<file path="src/design/iem_pkg.sv">
`timescale 1ns / 1ps
// ----------------------------------------------------------------------------
// iem_pkg
// Shared types and constants of the serial memory bus master.
// ----------------------------------------------------------------------------
package iem_pkg;

  localparam int unsigned MemBytes  = 256;
  localparam int unsigned PageBytes = 8;
  localparam int unsigned RecoverClocks = 9;

  typedef enum logic [1:0] {
    ST_OK      = 2'd0,
    ST_INVALID = 2'd1,
    ST_NOTRDY  = 2'd2,
    ST_TIMEOUT = 2'd3
  } status_e;

  typedef enum logic [1:0] {
    CFG_HALF_BIT = 2'd0,
    CFG_POLL_GAP = 2'd1,
    CFG_POLL_LIM = 2'd2,
    CFG_DEV_ADDR = 2'd3
  } cfg_idx_e;

  typedef enum logic [2:0] {
    U_START = 3'd0,
    U_TX    = 3'd1,
    U_RX    = 3'd2,
    U_STOP  = 3'd3,
    U_REC   = 3'd4,
    U_GAP   = 3'd5,
    U_WAIT  = 3'd6
  } uop_e;

  typedef enum logic [4:0] {
    M_IDLE, M_REC, M_REC_STOP, M_PRB_START, M_PRB_ADDR, M_PRB_STOP,
    M_RD_START, M_RD_ADDR, M_RD_OFF, M_RD_RESTART, M_RD_ADDRR, M_RD_DATA,
    M_END_STOP, M_FAIL_STOP, M_WR_START, M_WR_ADDR, M_WR_OFF, M_WR_WAIT,
    M_WR_DATA, M_WR_STOP, M_PL_START, M_PL_ADDR, M_PL_STOP, M_PL_GAP
  } phase_e;

  typedef struct packed {
    logic        cmd_valid;
    logic        req_type;
    logic [7:0]  req_offset;
    logic [8:0]  req_length;
    logic [7:0]  write_byte;
    logic        write_byte_valid;
    logic        sda_in;
  } in_item_t;

  typedef struct packed {
    logic        scl_out;
    logic        sda_out;
    logic [7:0]  read_byte;
    logic        read_valid;
    logic        read_last;
    logic        byte_request;
    logic        busy_res;
    logic        done_res;
    logic [1:0]  status;
  } out_item_t;

  typedef struct packed {
    logic [15:0] half_bit_ticks;
    logic [19:0] poll_gap_ticks;
    logic [9:0]  poll_limit;
    logic [6:0]  device_address;
  } cfg_t;

  typedef struct packed {
    logic [1:0]  index;
    logic [19:0] data;
  } cfg_wr_t;

endpackage

</file>
<file path="src/design/iem_if.sv">
`timescale 1ns / 1ps
// ----------------------------------------------------------------------------
// iem_if
// Valid/ready channel carrying one payload beat.
// ----------------------------------------------------------------------------
interface iem_if #(parameter type T = logic);
  logic valid;
  logic ready;
  T     data;
  modport source (output valid, output data, input ready);
  modport sink (input valid, input data, output ready);
endinterface

</file>
<file path="src/design/iem_cfg_regs.sv">
`timescale 1ns / 1ps
// ----------------------------------------------------------------------------
// iem_cfg_regs
// Configuration register bank.
// ----------------------------------------------------------------------------
module iem_cfg_regs
  import iem_pkg::*;
(
  input  logic    clk_i,
  input  logic    rst_ni,
  input  logic    wr_en_i,
  input  cfg_wr_t wr_i,
  output cfg_t    cfg_o
);
  cfg_t cfg_q;
  always_ff @(posedge clk_i or negedge rst_ni) begin
    if (!rst_ni) begin
      cfg_q.half_bit_ticks <= 16'd250;
      cfg_q.poll_gap_ticks <= 20'd5000;
      cfg_q.poll_limit     <= 10'd600;
      cfg_q.device_address <= 7'd80;
    end else if (wr_en_i) begin
      unique case (cfg_idx_e'(wr_i.index))
        CFG_HALF_BIT: cfg_q.half_bit_ticks <= wr_i.data[15:0];
        CFG_POLL_GAP: cfg_q.poll_gap_ticks <= wr_i.data;
        CFG_POLL_LIM: cfg_q.poll_limit     <= wr_i.data[9:0];
        CFG_DEV_ADDR: cfg_q.device_address <= wr_i.data[6:0];
        default: ;
      endcase
    end
  end
  assign cfg_o = cfg_q;
endmodule

</file>
<file path="src/design/iem_core.sv">
`timescale 1ns / 1ps
// ----------------------------------------------------------------------------
// iem_core
// Bus sequencer: one tick per beat, registered result.
// ----------------------------------------------------------------------------
module iem_core
  import iem_pkg::*;
(
  input  logic      clk_i,
  input  logic      rst_ni,
  input  cfg_t      cfg_i,
  input  logic      step_i,
  input  in_item_t  in_i,
  output out_item_t res_o
);
  phase_e      phase_q, phase_d;
  uop_e        uop_q, uop_d;
  logic [4:0]  slot_q, slot_d;
  logic [19:0] tick_q, tick_d;
  logic [7:0]  shift_q, shift_d, addr_q, addr_d;
  logic [8:0]  left_q, left_d;
  logic [6:0]  room_q, room_d;
  logic [9:0]  poll_q, poll_d;
  logic        rdy_q, rdy_d, wr_q, wr_d, ack_q, ack_d;
  out_item_t   o;

  logic [7:0]  aw;
  logic [19:0] len;
  logic [4:0]  s, total;
  logic [9:0]  plim;
  logic [9:0]  sum;

  always_comb begin
    phase_d = phase_q; uop_d = uop_q; slot_d = slot_q; tick_d = tick_q;
    shift_d = shift_q; addr_d = addr_q; left_d = left_q; room_d = room_q;
    poll_d = poll_q; rdy_d = rdy_q; wr_d = wr_q; ack_d = ack_q;
    o = '0; o.scl_out = 1'b1; o.sda_out = 1'b1;
    aw = {cfg_i.device_address, 1'b0};
    s = slot_q;
    plim = (cfg_i.poll_limit == '0) ? 10'd1 : cfg_i.poll_limit;
    sum = {2'b0, in_i.req_offset} + {1'b0, in_i.req_length};
    len = (uop_q == U_GAP) ? cfg_i.poll_gap_ticks : {4'd0, cfg_i.half_bit_ticks};
    if (len == '0) len = 20'd1;
    unique case (uop_q)
      U_START: total = 5'd2;
      U_TX, U_RX: total = 5'd18;
      U_STOP: total = 5'd3;
      U_REC: total = 5'(2 * RecoverClocks);
      default: total = 5'd1;
    endcase

    if (phase_q == M_IDLE) begin
      if (in_i.cmd_valid) begin
        if (sum > 10'(MemBytes)) begin
          o.done_res = 1'b1; o.status = ST_INVALID;
        end else begin
          wr_d = in_i.req_type; addr_d = in_i.req_offset; left_d = in_i.req_length;
          slot_d = '0; tick_d = '0;
          if (!rdy_q) begin
            phase_d = M_REC; uop_d = U_REC;
          end else if (in_i.req_length == '0) begin
            o.done_res = 1'b1; o.status = ST_OK; uop_d = U_WAIT;
          end else if (in_i.req_type) begin
            room_d = 7'(PageBytes - (in_i.req_offset % PageBytes));
            phase_d = M_WR_START; uop_d = U_START;
          end else begin
            phase_d = M_RD_START; uop_d = U_START;
          end
        end
      end
    end else begin
      unique case (uop_q)
        U_START: begin o.scl_out = 1'b1; o.sda_out = (s == 5'd0); end
        U_TX: begin
          o.scl_out = s[0];
          o.sda_out = (s < 5'd16) ? shift_q[3'd7 - s[3:1]] : 1'b1;
        end
        U_RX: begin
          o.scl_out = s[0];
          o.sda_out = (s < 5'd16) ? 1'b1 : !(left_q > 9'd1);
        end
        U_STOP: begin o.scl_out = (s != 5'd0); o.sda_out = (s == 5'd2); end
        U_REC: begin o.scl_out = s[0]; o.sda_out = 1'b1; end
        U_GAP: begin o.scl_out = 1'b1; o.sda_out = 1'b1; end
        default: begin o.scl_out = 1'b0; o.sda_out = 1'b1; end
      endcase
      if (uop_q == U_WAIT) begin
        o.byte_request = 1'b1;
        if (in_i.write_byte_valid) begin
          phase_d = M_WR_DATA; uop_d = U_TX; slot_d = '0; tick_d = '0;
          shift_d = in_i.write_byte;
        end
      end else begin
        tick_d = tick_q + 20'd1;
        if (tick_d >= len) begin
          tick_d = '0;
          if (uop_q == U_TX && s == 5'd17) ack_d = !in_i.sda_in;
          if (uop_q == U_RX && s < 5'd16 && s[0]) begin
            shift_d = {shift_q[6:0], in_i.sda_in};
            if (s == 5'd15) begin
              o.read_byte = shift_d; o.read_valid = 1'b1;
              o.read_last = (left_q == 9'd1);
            end
          end
          slot_d = s + 5'd1;
          if (slot_d >= total) begin
            slot_d = '0;
            // Advance the sequencer to the next bus operation.
            priority case (phase_q)
              M_REC: begin phase_d = M_REC_STOP; uop_d = U_STOP; end
              M_REC_STOP: begin phase_d = M_PRB_START; uop_d = U_START; end
              M_PRB_START: begin phase_d = M_PRB_ADDR; uop_d = U_TX; shift_d = aw; end
              M_PRB_ADDR: begin phase_d = M_PRB_STOP; uop_d = U_STOP; end
              M_PRB_STOP: begin
                if (!ack_d) begin
                  phase_d = M_IDLE; uop_d = U_WAIT; o.done_res = 1'b1; o.status = ST_NOTRDY;
                end else begin
                  rdy_d = 1'b1;
                  if (left_q == '0) begin
                    phase_d = M_IDLE; uop_d = U_WAIT; o.done_res = 1'b1; o.status = ST_OK;
                  end else if (wr_q) begin
                    room_d = 7'(PageBytes - (addr_q % PageBytes));
                    phase_d = M_WR_START; uop_d = U_START;
                  end else begin
                    phase_d = M_RD_START; uop_d = U_START;
                  end
                end
              end
              M_RD_START: begin phase_d = M_RD_ADDR; uop_d = U_TX; shift_d = aw; end
              M_RD_ADDR, M_WR_ADDR: begin
                if (!ack_d) begin phase_d = M_FAIL_STOP; uop_d = U_STOP; end
                else begin
                  phase_d = (phase_q == M_RD_ADDR) ? M_RD_OFF : M_WR_OFF;
                  uop_d = U_TX; shift_d = addr_q;
                end
              end
              M_RD_OFF: begin
                if (!ack_d) begin phase_d = M_FAIL_STOP; uop_d = U_STOP; end
                else begin phase_d = M_RD_RESTART; uop_d = U_START; end
              end
              M_RD_RESTART: begin
                phase_d = M_RD_ADDRR; uop_d = U_TX; shift_d = aw | 8'd1;
              end
              M_RD_ADDRR: begin
                if (!ack_d) begin phase_d = M_FAIL_STOP; uop_d = U_STOP; end
                else begin phase_d = M_RD_DATA; uop_d = U_RX; shift_d = '0; end
              end
              M_RD_DATA: begin
                left_d = left_q - 9'd1; addr_d = addr_q + 8'd1;
                if (left_d != '0) begin uop_d = U_RX; shift_d = '0; end
                else begin phase_d = M_END_STOP; uop_d = U_STOP; end
              end
              M_WR_START: begin phase_d = M_WR_ADDR; uop_d = U_TX; shift_d = aw; end
              M_WR_OFF: begin
                if (!ack_d) begin phase_d = M_FAIL_STOP; uop_d = U_STOP; end
                else begin phase_d = M_WR_WAIT; uop_d = U_WAIT; end
              end
              M_WR_DATA: begin
                if (!ack_d) begin phase_d = M_FAIL_STOP; uop_d = U_STOP; end
                else begin
                  left_d = left_q - 9'd1; addr_d = addr_q + 8'd1; room_d = room_q - 7'd1;
                  if (room_d != '0 && left_d != '0) begin
                    phase_d = M_WR_WAIT; uop_d = U_WAIT;
                  end else begin
                    phase_d = M_WR_STOP; uop_d = U_STOP;
                  end
                end
              end
              M_WR_STOP: begin poll_d = '0; phase_d = M_PL_START; uop_d = U_START; end
              M_PL_START: begin phase_d = M_PL_ADDR; uop_d = U_TX; shift_d = aw; end
              M_PL_ADDR: begin phase_d = M_PL_STOP; uop_d = U_STOP; end
              M_PL_STOP: begin
                if (ack_d) begin
                  if (left_q != '0) begin
                    room_d = 7'(PageBytes - (addr_q % PageBytes));
                    phase_d = M_WR_START; uop_d = U_START;
                  end else begin
                    phase_d = M_IDLE; uop_d = U_WAIT; o.done_res = 1'b1; o.status = ST_OK;
                  end
                end else begin
                  poll_d = poll_q + 10'd1; phase_d = M_PL_GAP; uop_d = U_GAP;
                end
              end
              M_PL_GAP: begin
                if (poll_q >= plim) begin
                  phase_d = M_IDLE; uop_d = U_WAIT; o.done_res = 1'b1;
                  o.status = ST_TIMEOUT;
                end else begin phase_d = M_PL_START; uop_d = U_START; end
              end
              M_FAIL_STOP: begin
                phase_d = M_IDLE; uop_d = U_WAIT; o.done_res = 1'b1; o.status = ST_TIMEOUT;
              end
              default: begin
                phase_d = M_IDLE; uop_d = U_WAIT; o.done_res = 1'b1; o.status = ST_OK;
              end
            endcase
          end
        end
      end
    end
    o.busy_res = (phase_d != M_IDLE);
  end

  always_ff @(posedge clk_i or negedge rst_ni) begin
    if (!rst_ni) begin
      phase_q <= M_IDLE; uop_q <= U_WAIT; slot_q <= '0; tick_q <= '0;
      shift_q <= '0; addr_q <= '0; left_q <= '0; room_q <= '0; poll_q <= '0;
      rdy_q <= 1'b0; wr_q <= 1'b0; ack_q <= 1'b0;
    end else if (step_i) begin
      phase_q <= phase_d; uop_q <= uop_d; slot_q <= slot_d; tick_q <= tick_d;
      shift_q <= shift_d; addr_q <= addr_d; left_q <= left_d; room_q <= room_d;
      poll_q <= poll_d; rdy_q <= rdy_d; wr_q <= wr_d; ack_q <= ack_d;
    end
  end

  always_ff @(posedge clk_i) begin
    if (step_i) res_o <= o;
  end
endmodule

</file>
<file path="src/design/i2c_eeprom_master_top.sv">
`timescale 1ns / 1ps
// ----------------------------------------------------------------------------
// i2c_eeprom_master_top
// Two-wire serial memory master, one bus tick per input beat.
// ----------------------------------------------------------------------------
// Channel   Dir  Payload
// in_ch     in   in_item_t  (request, write byte, sampled SDA)
// out_ch    out  out_item_t (bus drive, read byte, status)
// cfg_ch    in   cfg_wr_t   (register index, data)
//
// Every input beat is one tick and yields one result beat; a beat is taken
// every cycle while the result register is empty or being drained.
// The result register is the only stage between the sides, so out ready
// gates in ready directly. Reset leaves the sequencer idle with default
// timing registers and the device unprobed.
module i2c_eeprom_master_top
  import iem_pkg::*;
(
  input  logic clk_i,
  input  logic rst_ni,
  iem_if.sink   in_ch,
  iem_if.source out_ch,
  iem_if.sink   cfg_ch
);
  cfg_t      cfg;
  logic      out_valid_q;
  logic      step;

  assign cfg_ch.ready = 1'b1;
  assign in_ch.ready  = !out_valid_q || out_ch.ready;
  assign step         = in_ch.valid && in_ch.ready;

  iem_cfg_regs u_cfg (
    .clk_i, .rst_ni,
    .wr_en_i(cfg_ch.valid),
    .wr_i   (cfg_ch.data),
    .cfg_o  (cfg)
  );

  iem_core u_core (
    .clk_i, .rst_ni,
    .cfg_i (cfg),
    .step_i(step),
    .in_i  (in_ch.data),
    .res_o (out_ch.data)
  );

  // The result beat stays valid until the sink takes it.
  always_ff @(posedge clk_i or negedge rst_ni) begin
    if (!rst_ni) begin
      out_valid_q <= 1'b0;
    end else if (step) begin
      out_valid_q <= 1'b1;
    end else if (out_ch.ready) begin
      out_valid_q <= 1'b0;
    end
  end
  assign out_ch.valid = out_valid_q;

`ifndef SYNTHESIS
  a_step_fills: assert property (@(posedge clk_i) disable iff (!rst_ni)
    step |=> out_valid_q) else $error("accepted beat left no result");
  a_done_status: assert property (@(posedge clk_i) disable iff (!rst_ni)
    out_valid_q && !out_ch.data.done_res |-> out_ch.data.status == ST_OK)
    else $error("status without done");
  a_done_idle: assert property (@(posedge clk_i) disable iff (!rst_ni)
    out_valid_q && out_ch.data.done_res |-> !out_ch.data.busy_res)
    else $error("busy on done beat");
`endif
endmodule
</file>
<file path="src/flat_wrapper.sv">
// flat-port wrapper written by rule: the top's interface ports become plain ports
module i2c_eeprom_master_top_flat import iem_pkg::*;
  (clk_i, rst_ni, in_ch_valid, in_ch_data, in_ch_ready, out_ch_valid, out_ch_data, out_ch_ready, cfg_ch_valid, cfg_ch_data, cfg_ch_ready);
  iem_if in_ch_i ();
  iem_if out_ch_i ();
  iem_if cfg_ch_i ();
  input  logic clk_i;
  input  logic rst_ni;
  input wire logic [$bits(in_ch_i.valid)-1:0] in_ch_valid;
  input wire logic [$bits(in_ch_i.data)-1:0] in_ch_data;
  output wire logic [$bits(in_ch_i.ready)-1:0] in_ch_ready;
  output wire logic [$bits(out_ch_i.valid)-1:0] out_ch_valid;
  output wire logic [$bits(out_ch_i.data)-1:0] out_ch_data;
  input wire logic [$bits(out_ch_i.ready)-1:0] out_ch_ready;
  input wire logic [$bits(cfg_ch_i.valid)-1:0] cfg_ch_valid;
  input wire logic [$bits(cfg_ch_i.data)-1:0] cfg_ch_data;
  output wire logic [$bits(cfg_ch_i.ready)-1:0] cfg_ch_ready;
  assign in_ch_i.valid = in_ch_valid;
  assign in_ch_i.data = in_ch_data;
  assign in_ch_ready = in_ch_i.ready;
  assign out_ch_valid = out_ch_i.valid;
  assign out_ch_data = out_ch_i.data;
  assign out_ch_i.ready = out_ch_ready;
  assign cfg_ch_i.valid = cfg_ch_valid;
  assign cfg_ch_i.data = cfg_ch_data;
  assign cfg_ch_ready = cfg_ch_i.ready;
  i2c_eeprom_master_top u_core (.clk_i(clk_i), .rst_ni(rst_ni), .in_ch(in_ch_i), .out_ch(out_ch_i), .cfg_ch(cfg_ch_i));
endmodule
</file>
<file path="config.mk">
export PLATFORM = sky130hd
export DESIGN_NAME = i2c_eeprom_master_top_flat
export DESIGN_NICKNAME = d
export VERILOG_FILES = /design/src/design/iem_pkg.sv /design/src/design/iem_if.sv /design/src/design/iem_cfg_regs.sv /design/src/design/iem_core.sv /design/src/design/i2c_eeprom_master_top.sv /design/src/flat_wrapper.sv
export SDC_FILE = /design/constraint.sdc
export NUM_CORES = 1
export LEC_CHECK = 0
export BUFFER_PORTS_ARGS = -buffer_cell sky130_fd_sc_hd__buf_4
export CAP_MARGIN = 30
export CORE_UTILIZATION = 50
export DETAILED_ROUTE_END_ITERATION = 16
export PLACE_DENSITY = 0.65
export RECOVER_POWER = 25
export SYNTH_ARGS = -nofsm -noshare
export SYNTH_HDL_FRONTEND = slang
export SYNTH_HIERARCHICAL = 1
export SYNTH_SLANG_ARGS = --single-unit
export TNS_END_PERCENT = 50
</file>
<file path="constraint.sdc">
create_clock -name clk_i -period 5.4 [get_ports clk_i]
set_clock_uncertainty 0.15 [all_clocks]
set_input_delay 0.27 -clock clk_i [delete_from_list [all_inputs] [get_ports clk_i]]
set_output_delay 0.27 -clock clk_i [all_outputs]
set_load 0.005 [all_outputs]
</file>
# After elaboration in Yosys (flattened, before gate mapping)
# Index checks and enable logic that the tools add are counted.
# totals
ramBits,0
rom_bits,0
mem_count,0
output_inout_bits,4
latchBits,0
input_bits,7
reg_bits,77
# classes
div,0
n_eq_ne,35
n_reduce_logical,31
n_mul,0
shifts,0
bitwise,5
addsub,7
n_lt_le_gt_ge,3
muxes,52
# ops
cell,count
5-bit case mux with 19 select lines,1
5-bit == test (second input constant),8
5-bit two-way mux,8
3-bit two-way mux,12
3-bit case mux with 12 select lines,1
5-bit by 4-bit == test with 1-bit output (second input constant),7
13-bit two-way mux,2
7-bit two-way mux,3
20-bit by 1-bit adder with 20-bit output (second input constant),1
5-bit by 3-bit == test with 1-bit output (second input constant),4
20-bit greater-or-equal comparator,1
20-bit zero test,1
20-bit two-way mux,1
10-bit case mux with 2 select lines,1
9-bit case mux with 2 select lines,1
9-bit nonzero test,2
17-bit OR reduction,1
8-bit case mux with 2 select lines,1
5-bit case mux with 3 select lines,1
2-bit != test (second input constant),7
7-bit case mux with 2 select lines,1
7-bit AND reduction,2
12-bit AND reduction,1
1-bit two-way mux,11
37 further kinds,54

# Logic depth before layout (Yosys ltp)
# Gate-level depths: netlist (run 1).
# logic_depth
depth_word,10
depth_mapped,22

# Modules after synthesis
# The synthesis (run 1) kept the hierarchy.
# modules_own_cells
mod,area_each_um2,cells_per_inst,n_inst
iem_core,8396.8,1019,1
iem_cfg_regs,2009.4,114,1
i2c_eeprom_master_top,68.8,7,1

# Worst setup path before layout (run 1)
# OpenSTA, ideal clock, no wires.
# synth_timing
path_kind,register to register
from,reg u_core.u_core.uop_q[1]
to,reg u_core.u_core.room_q[2]
setup_ns,0.125
n_path_buf,5
arrival_time_ns,4.454
period_less_slack_ns,4.728
stages_incl_launch_ff,22
setup_slack_ns,0.672
cell_sequence,dfstp_2 > clkbuf_1 > nor2b_1 > and2_1 > clkbuf_1 > buf_1 > mux2i_1 > nand3_1 > nor4_1 > nand4_1 > o211ai_1 > ha_1 > nand2b_1 > a2111oi_0 > o211a_1 > o21ai_1 > and2_1 > clkbuf_1 > a21oi_1 > or3_1 > buf_2 > mux2_2
# synth_via
elab_chain_cells,8
# synth_lines
item,line,text
"start, declared",iem_core.sv:17,"uop_e uop_q, uop_d;"
"start signal, assigned",iem_core.sv:210,phase_q <= phase_d; uop_q <= uop_d; slot_q <= slot_d; tick_q <= tick_d;
branches (longest 7 deep; another with 20-bit greater-or-equal comparator),-,
12-bit AND reduction (no line) (*),-,
"end signal, assigned",iem_core.sv:211,shift_q <= shift_d; addr_q <= addr_d; left_q <= left_d; room_q <= room_d;
"end, declared",iem_core.sv:22,"logic [6:0] room_q, room_d;"
# Every way passes the cells marked *. The select of a mux whose other input is x is not followed.
# A chain may end at the register's enable or synchronous reset.

# Worst setup path after layout (run 1)
# layout_timing
from,reg u_core.u_core.uop_q[0]
to,reg u_core.u_core.room_q[3]
# The elaborated chain is that of the path after synthesis.

==> impl_metrics.py, run 1 <==
metrics = {
    "outcome": {
        "outcome": "finished, violations left",
        "failed_checks": "max-capacitance violations, max-slew violations",
    },
    "final_layout": {
        "design_area_mm2": 0.00974,
        "area_growth_pct": 14.9,
        "seq_area_mm2": 0.00285,
        "antenna_cells": 0,
        "fill_cells": 1531,
        "layout.nets": 1101,
        "multi_input_area_mm2": 0.00562,
        "layout-drive-gt1-share_pct": 12.6,
    },
    "timing": {
        "finalSetupViolCount": 0,
        "rsz0062_at_grt": "no",
        "fin_crit_ns": 4.94,
        "tightest_slew_ns": 2.80,
        "clock.fmax_mhz": 202,
        "finalHoldViolCount": 0,
        "slew_headroom_pct": -86.5,
        "setup_slack_ns": 0.458,
        "drv_slew": 50,
        "final.setup.tns_ns": 0,
        "min_period_over_period_pct": 91.5,
        "whs_ns": 0.235,
    },
    "pwr": {
        "ir_drop_mv": 0.325,
        "p_sw_share_pct": 36.3,
        "power.internal_mw": 2.26,
        "p_clk_share_pct": 36.4,
        "leakage_nw": 4.26,
        "powerDensity_mw_per_mm2": 364,
        "power.switching_mw": 1.29,
        "power.share.combinational_pct": 31.7,
        "seqPwrFrac_pct": 31.9,
    },
    "critical_path": {
        "cp_data_arrival_time_ns": 5.11,
        "crit_chain": "nor2b_1, and2_1, buf_4, mux2i_1, nand4_1, nor4_1, nand4_1, o211ai_1, ha_1, nand2b_1, a2111oi_0, o211a_1, o21ai_1, and2_1, a21oi_1, or3_1, mux2_2",
        "worstSetupEndpointType": "flop",
        "cp_slowest_cell": "a2111oi_0",
        "cp-start-kind": "flop",
        "worst-setup-path-type": "reg -> reg",
        "rr_worst_depth": 17,
        "crit_required_ns": 5.57,
        "critPathMaxFanout": 22,
        "max_stage_delay_ns": 0.44,
    },
    "grt": {
        "antenna_found_initial": 0,
        "grt_pass1_wl_um": 34000,
        "grt_pass1_vias": 6756,
        "grt_max_degree": 65,
        "overflow": 0,
        "grt_usage_pct": 24.2,
    },
    "clock_network": {
        "path_clk_slew_ns": 0.06,
        "cts_buffer_depth": 2,
        "root_buffer": "clkbuf_16",
        "cts_sinks": 113,
        "clock_latency_ns": 0.43,
        "cts_max_level": 4,
        "cts_tree": "yes",
        "cts_made_buffers": 17,
    },
    "detailed_routing": {
        "drc_errors": 0,
        "avgRoutedWirePerCell_um": 15.9,
        "drt_first_pass_iters": 5,
        "ant_nets": 0,
        "drt_iter0_markers": 517,
        "vias": 7207,
        "via_per_inst": 5.67,
        "drt_wl_total_um": 20200,
    },
    "synth": {
        "synth_area_per_cell_um2": 8.91,
        "syn-cell-area_mm2": 0.00847,
        "syn_inst": 951,
        "yosysWarningCount": 6,
    },
    "placed_design": {
        "gp_congestion": 0.877,
        "port_buffers": 9,
        "pre_cts_slack_ns": 0.448,
        "dp_hpwl_um": 14400,
        "place_area_mm2": 0.00902,
    },
    "floorplan": {
        "row_count": 47,
        "io_pins": 11,
        "die_w_um": 132,
        "core_mm2": 0.0166,
        "die_area_mm2": 0.0175,
        "dieHeight_um": 132,
        "initial_utilization_pct": 51.1,
    },
    "flow_run": {
        "drv_cap": 1,
    },
    "hold_path": {
        "hold_class": "in -> reg",
        "worstHoldPathCells": 4,
    },
}
-- worst max-delay path, delay by kind of cell, from the launching register on --
family	cells	cell delay, ns
and+or+nand+nor	8	1.62
AOI/OAI and AO/OA	5	1.34
DFF	1	0.40
muxes	2	0.73
buffers and inverters	1	0.31
adders and majority gates	1	0.26
-- stage by stage --
step | total power, mW | utilization, % | instances
global route | 3.77 | 58.7 | 1271
floorplan | 1.96 | - | 1060
CTS | 3.54 | 58.7 | 1271
global placement | 2.22 | 54.4 | 1235
finish | 3.55 | 58.7 | 1271
detailed placement | 2.22 | 54.4 | 1235
-- area by class of cell --
class / count / share of cell area [%]
timing repair buffer: 21 / 1.68
clock buffer: 17 / 4.37
inverter: 40 / 1.54
sequential: 113 / 29.3
tap: 220 / 2.83
multi-input combinational: 845 / 57.8
clock inverter: 15 / 2.51
-- worst paths after layout --
| kind | start | slack [ns] | end |
|---|---|---|---|
| min in group asynchronous | rst_ni | 1.13 | u_core/u_core/poll_q[4] |
| max in group asynchronous | rst_ni | 1.97 | u_core/u_core/tick_q[6] |
| max reg2reg | u_core/u_core/uop_q[0] | 0.46 | u_core/u_core/room_q[3] |
| min | out_ch_ready | 0.23 | u_core/u_core/phase_q[2] |
| max | u_core/u_core/uop_q[0] | 0.46 | u_core/u_core/room_q[3] |
| min reg2reg | u_core/u_core/uop_q[2] | 0.35 | u_core/u_core/uop_q[2] |
-- power by group through the flow --
stage	sequential, mW	combinational (mW)	clock (mW)
after floorplan	1.06	0.901	0
after global placement	1.15	1.07	0
after detailed placement	1.14	1.08	0
after CTS	1.13	1.10	1.31
after global routing	1.15	1.26	1.35
final	1.13	1.12	1.29
-- sequential cells by signal, summed over array words and instances (netlist names) --
register / count
u_core/u_core/addr_q: 3
u_core/u_core/phase_q: 5
u_core/u_core/poll_q: 10
u_core/u_core/res_o: 1
u_core/u_core/wr_q: 1
u_core/u_core/rdy_q: 1
u_core/u_cfg/cfg_o: 46
u_core/u_core/tick_q: 20
u_core/u_core/left_q: 9
u_core/u_core/s: 5
u_core/u_core/uop_q: 3
u_core/u_core/room_q: 7
u_core/out_ch.valid: 1
u_core/u_core/ack_q: 1
-- repair_timing --
item,4_1_cts,5_1_grt
setup buffers,0,0
setup endpoints to repair,0,5
hold endpoints to repair,48,0
hold buffers,4,0
gates resized for setup,0,2
-- routing by layer --
metal	global-route usage (%)	up-vias	wire length [µm]
li1	-	3591	-
met1	33.3	3435	9900
met2	38.6	154	9180
met3	4.77	27	840
met4	7.17	0	308
met5	0	-	0
-- layout by cell type, fill, tap and decap left out, types with 5 or more instances in the layout --
cell type,count
nand2b_1,12
buf_4,16
mux2_2,51
nand3_1,31
and3_1,19
a21oi_1,64
a22o_1,7
a211oi_1,5
xor2_1,12
dfstp_1,8
dfstp_2,9
or4_1,8
nand2_1,73
nand4_1,12
nor2b_1,9
bufinv_16,5
clkbuf_16,17
a221oi_1,7
nor2_1,71
a21o_1,12
nor3b_1,5
o211ai_1,6
ha_1,55
o21ai_1,5
xnor2_1,12
nor4_1,19
mux2i_1,21
o21ai_0,50
inv_1,39
nor3_1,27
nand3b_1,5
conb_1,111
a31oi_1,5
and2_1,9
dfrtp_1,95
o31ai_1,15
o22ai_1,6
o41ai_1,16
inv_6,5
Power figures use the tool's default switching activity.
==> run 2, diff against run 1 <==
Settings changed: CORE_ASPECT_RATIO set to 1.5.
==> run 2 against run 1 <==
Compared with the run above: the run still ends with max-capacitance violations, max-slew violations left; die area barely moved; critical path depth fell by 1; hold slack improved by 0.10 ns; routed wire length rose by 3.4%; utilization fell by 0.080 points; largest power group is now combinational cells.
==> impl_metrics.py, run 2 (synthesis gave the netlist of run 1 again) <==
metrics = {
    "outcome": {
        "outcome": "finished, violations left",
        "failed_checks": "max-capacitance violations, max-slew violations",
    },
    "timing": {
        "fin_crit_ns": 5.02,
        "finalSetupViolCount": 0,
        "min_period_over_period_pct": 93.0,
        "drv_slew": 85,
        "finalHoldViolCount": 0,
        "tightest_slew_ns": 3.69,
        "clock.fmax_mhz": 199,
        "rsz0062_at_grt": "no",
        "final.setup.tns_ns": 0,
        "slew_headroom_pct": -146,
    },
    "flow_run": {
        "drv_cap": 2,
    },
    "final_layout": {
        "layout_common_cells": "conb_1 (111), dfrtp_1 (95), nand2_1 (73)",
        "layout-drive-gt1-share_pct": 12.5,
        "seq_area_mm2": 0.00285,
        "layout.nets": 1102,
        "largest_reg_flops": 46,
        "multi_input_area_mm2": 0.00560,
        "antenna_cells": 0,
        "design_area_mm2": 0.00962,
        "area_growth_pct": 13.5,
        "fill_cells": 1532,
        "layout.cells.most_common": "conb_1",
    },
    "clock_network": {
        "post_cts_buffers": 0,
        "cts_made_buffers": 17,
        "path_clk_slew_ns": 0.06,
        "cts_sinks": 113,
        "cts_hold_buf": 4,
        "clock_latency_ns": 0.42,
        "root_buffer": "clkbuf_16",
        "postCtsResizedCells": 0,
        "cts_buffer_depth": 2,
        "cts_max_level": 4,
        "cts_tree": "yes",
    },
    "grt": {
        "grt_pass1_wl_um": 35200,
        "overflow": 0,
        "grt_pass1_vias": 7271,
        "grt_max_degree": 68,
        "antenna_found_initial": 0,
        "grt_usage_pct": 25.6,
    },
    "detailed_routing": {
        "vias": 7250,
        "via_per_inst": 5.76,
        "ant_nets": 0,
        "drt_iter0_markers": 428,
        "drc_errors": 0,
        "drt_first_pass_iters": 6,
        "drt_wl_total_um": 20900,
        "avgRoutedWirePerCell_um": 16.6,
    },
    "critical_path": {
        "cp_slowest_cell": "or3_1",
        "crit_family": "simple AND/OR/NAND/NOR gates",
        "cp_num_buf_inv": 0,
        "max_stage_delay_ns": 0.60,
        "worstSetupEndpointType": "flop",
        "worst-setup-path-type": "reg -> reg",
        "critPathMaxFanout": 12,
        "cp-start-kind": "flop",
        "crit_chain": "ha_1, and3_1, and4_1, and3_1, nor2b_1, nand3_1, xnor2_1, ha_1, a21oi_1, a21boi_0, nor4_1, a21oi_1, nand3_1, or3_1, or2_2, o41ai_1",
        "cp_data_arrival_time_ns": 5.18,
        "crit_required_ns": 5.56,
    },
    "placed_design": {
        "port_buffers": 9,
        "place_area_mm2": 0.00901,
        "dp_hpwl_um": 15300,
        "gp_congestion": 0.932,
    },
    "floorplan": {
        "io_pins": 11,
        "die_area_mm2": 0.0175,
        "row_count": 57,
        "initial_utilization_pct": 51.6,
        "dieHeight_um": 161,
        "die_w_um": 108,
        "core_mm2": 0.0164,
    },
    "pwr": {
        "leakage_nw": 4.20,
        "ir_drop_mv": 0.260,
        "powerDensity_mw_per_mm2": 353,
    },
    "hold_path": {
        "hold_class": "reg -> reg",
    },
}
run 2: metrics by stage:
| stage | util [%] | power (mW) | hold slack (ns) | instances | setup WS (ns) |
|---|---|---|---|---|---|
| after floorplan | - | 1.96 | -0.176 | 1060 | 0.771 |
| after global placement | 54.9 | 2.24 | 0.300 | 1222 | 0.608 |
| after detailed placement | 54.9 | 2.25 | 0.297 | 1222 | 0.507 |
| after CTS | 58.8 | 3.39 | 0.233 | 1258 | 0.456 |
| after global routing | 58.6 | 3.60 | 0.376 | 1258 | 0.0539 |
| final | 58.6 | 3.40 | 0.335 | 1258 | 0.377 |
run 2: layer usage:
layer	GRT usage, %	vias up	share of wire [%]
met4	10.9	0	2.9
li1	-	3589	-
met5	0	-	0
met3	4.28	46	2.6
met2	46.4	137	53
met1	29.2	3478	41
run 2: worst paths after layout:
| kind | from | to | slack [ns] | cells after the start |
|---|---|---|---|---|
| worst min register to register | u_core/u_core/poll_q[9] | u_core/u_core/poll_q[9] | 0.33 | 1 |
| worst min-delay path | u_core/u_core/poll_q[9] | u_core/u_core/poll_q[9] | 0.33 | 1 |
| max in group asynchronous | rst_ni | u_core/u_core/s[0] | 1.51 | 3 |
| min in group asynchronous | rst_ni | u_core/u_cfg/cfg_o[8] | 1.51 | 2 |
| worst max-delay path | u_core/u_core/tick_q[0] | u_core/u_core/poll_q[9] | 0.38 | 16 |
| worst max register to register | u_core/u_core/tick_q[0] | u_core/u_core/poll_q[9] | 0.38 | 16 |
run 2: layout make-up:
| cell class | count | share of cell area [%] |
|---|---|---|
| clock buffer | 17 | 4.42 |
| tap | 206 | 2.68 |
| inverter | 40 | 1.56 |
| sequential | 113 | 29.7 |
| multi-input combinational | 845 | 58.2 |
| timing repair buffer | 22 | 1.74 |
| clock inverter | 15 | 1.67 |
run 2: report_power, final:
group / internal, mW / switching [mW] / total [mW]
clock: 0.683 / 0.438 / 1.12
combinational: 0.443 / 0.710 / 1.15
sequential: 0.981 / 0.143 / 1.12
total: 2.11 / 1.29 / 3.40
==> run 3, diff against run 2 <==
Settings changed: PLACE_DENSITY 0.65 to unset, PLACE_DENSITY_LB_ADDON set to 0.12, SLEW_MARGIN set to 20.
==> run 3 against run 2 <==
Compared with the run above: critical path type unchanged; cell count about the same; non-clock buffer count fell by 1; count of clock-buffer cells in the layout grew 6; via count up 1.3%; largest power group is now clock; highest routed layer unchanged; routed wire length is 1.1% higher; the flow still finishes with violations (max-capacitance violations, max-slew violations); register-to-register slack better by 0.14 ns; hold slack lost 0.017 ns; total power up 0.60%.
==> impl_metrics.py, run 3 (synthesis gave the netlist of run 1 again) <==
metrics = {
    "timing": {
        "finalSetupViolCount": 0,
        "min_period_over_period_pct": 90.5,
        "tightest_slew_ns": 2.95,
        "drv_slew": 53,
        "finalHoldViolCount": 0,
        "clock.fmax_mhz": 205,
        "slew_headroom_pct": -96.4,
        "final.setup.tns_ns": 0,
        "fin_crit_ns": 4.89,
        "rsz0062_at_grt": "no",
    },
    "grt": {
        "grt_usage_pct": 25.8,
        "grt_pass1_wl_um": 35000,
        "grt_pass1_vias": 7184,
        "overflow": 0,
        "grt_max_degree": 62,
        "antenna_found_initial": 0,
    },
    "final_layout": {
        "largest_reg_flops": 46,
        "area_growth_pct": 13.8,
        "seq_area_mm2": 0.00285,
        "layout.cells.most_common": "conb_1",
        "layout.nets": 1101,
        "final_util_pct": 58.8,
        "layout-drive-gt1-share_pct": 12.5,
        "fill_cells": 1530,
        "antenna_cells": 0,
        "layout_common_cells": "conb_1 (111), dfrtp_1 (95), nand2_1 (73)",
        "multi_input_area_mm2": 0.00561,
    },
    "pwr": {
        "seqPwrFrac_pct": 33.2,
        "p_clk_share_pct": 33.5,
        "power.switching_mw": 1.26,
        "leakage_nw": 4.22,
        "p_sw_share_pct": 36.7,
        "powerDensity_mw_per_mm2": 355,
        "ir_drop_mv": 0.184,
        "power.internal_mw": 2.16,
        "power.share.combinational_pct": 33.3,
    },
    "clock_network": {
        "path_clk_slew_ns": 0.06,
        "root_buffer": "clkbuf_16",
        "cts_sinks": 113,
        "cts_made_buffers": 17,
        "cts_tree": "yes",
        "cts_max_level": 4,
        "cts_buffer_depth": 2,
        "postCtsResizedCells": 0,
        "clock_latency_ns": 0.43,
    },
    "floorplan": {
        "die_w_um": 108,
        "core_mm2": 0.0164,
        "die_area_mm2": 0.0175,
        "io_pins": 11,
        "row_count": 57,
        "dieHeight_um": 161,
        "initial_utilization_pct": 51.6,
    },
    "detailed_routing": {
        "drt_iter0_markers": 455,
        "ant_nets": 0,
        "avgRoutedWirePerCell_um": 16.8,
        "vias": 7347,
        "drt_wl_total_um": 21200,
        "drc_errors": 0,
        "drt_first_pass_iters": 5,
        "via_per_inst": 5.84,
    },
    "critical_path": {
        "cp-start-kind": "flop",
        "crit_required_ns": 5.55,
        "worstSetupEndpointType": "flop",
        "reg2reg_slack_ns": 0.51,
        "crit_chain": "ha_1, and3_1, and4_1, and3_1, nor2b_1, nand3_1, xnor2_1, ha_1, a21oi_1, a21boi_0, nor4_1, a21oi_1, nand3_1, or3_1, or2_2, o41ai_1",
        "cp_data_arrival_time_ns": 5.04,
        "critPathMaxFanout": 12,
        "cp_slowest_cell": "or3_1",
        "worst-setup-path-type": "reg -> reg",
        "cp_num_buf_inv": 0,
        "crit_family": "simple AND/OR/NAND/NOR gates",
        "max_stage_delay_ns": 0.58,
    },
    "placed_design": {
        "port_buffers": 9,
        "gp_congestion": 0.915,
        "dp_hpwl_um": 15500,
    },
    "outcome": {
        "failed_checks": "max-capacitance violations, max-slew violations",
        "outcome": "finished, violations left",
    },
    "hold_path": {
        "hold_class": "in -> reg",
    },
    "flow_run": {
        "drv_cap": 1,
    },
}
[run 3: final timing paths]
kind | startpoint | end | cells after the start
setup / recovery | u_core/u_core/tick_q[0] | u_core/u_core/poll_q[9] | 16
hold / removal | cfg_ch_valid | u_core/u_cfg/cfg_o[41] | 3
setup reg to reg | u_core/u_core/tick_q[0] | u_core/u_core/poll_q[9] | 16
hold reg to reg | u_core/u_cfg/cfg_o[45] | u_core/u_cfg/cfg_o[45] | 1
max in group asynchronous | rst_ni | u_core/u_core/tick_q[17] | 3
min in group asynchronous | rst_ni | u_core/u_cfg/cfg_o[8] | 2
[run 3: power by group through the flow]
stage / clock network, mW / registers (mW) / logic (mW)
5_1_grt: 1.20 / 1.15 / 1.27
3_5_place_dp: 0 / 1.15 / 1.10
4_1_cts: 1.16 / 1.13 / 1.12
2_1_floorplan: 0 / 1.06 / 0.901
3_3_place_gp: 0 / 1.14 / 1.09
6_report: 1.15 / 1.13 / 1.14
[run 3: per-stage QoR]
stage	hold slack, ns	setup slack (ns)	total power, mW	area [µm²]	cells
finish	0.318	0.513	3.42	9640	1257
detailed placement	0.219	0.563	2.25	9000	1221
floorplan	-0.176	0.771	1.96	8880	1060
CTS	0.247	0.531	3.41	9650	1257
global route	0.317	0.0954	3.63	9640	1257
global placement	0.220	0.654	2.24	9000	1221
[run 3: tightest hold or removal path: cells and delay by family]
kind	cells	cell delay [ns]
multiplexers	1	0.25
buffers and inverters	1	0.12
AND/OR/NAND/NOR	1	0.22
[run 3: area by class of cell]
cell class | instances | area share (%)
clock buffer | 23 | 5.18
sequential | 113 | 29.6
multi-input combinational | 845 | 58.2
tap | 206 | 2.67
clock inverter | 9 | 1.08
timing repair buffer | 21 | 1.70
inverter | 40 | 1.56
[run 3: timing repair]
| item | CTS | global route |
|---|---|---|
| hold buffers | 4 | 0 |
| setup endpoints to repair | 0 | 0 |
| hold endpoints to repair | 49 | 0 |
| buffers inserted | 0 | 0 |
[run 3: layer usage]
layer	track usage [%]	wire, µm	vias up
met5	0	0	-
met4	14.0	952	0
met3	4.64	822	65
met2	46.0	11100	181
met1	28.5	8310	3515
li1	-	-	3586
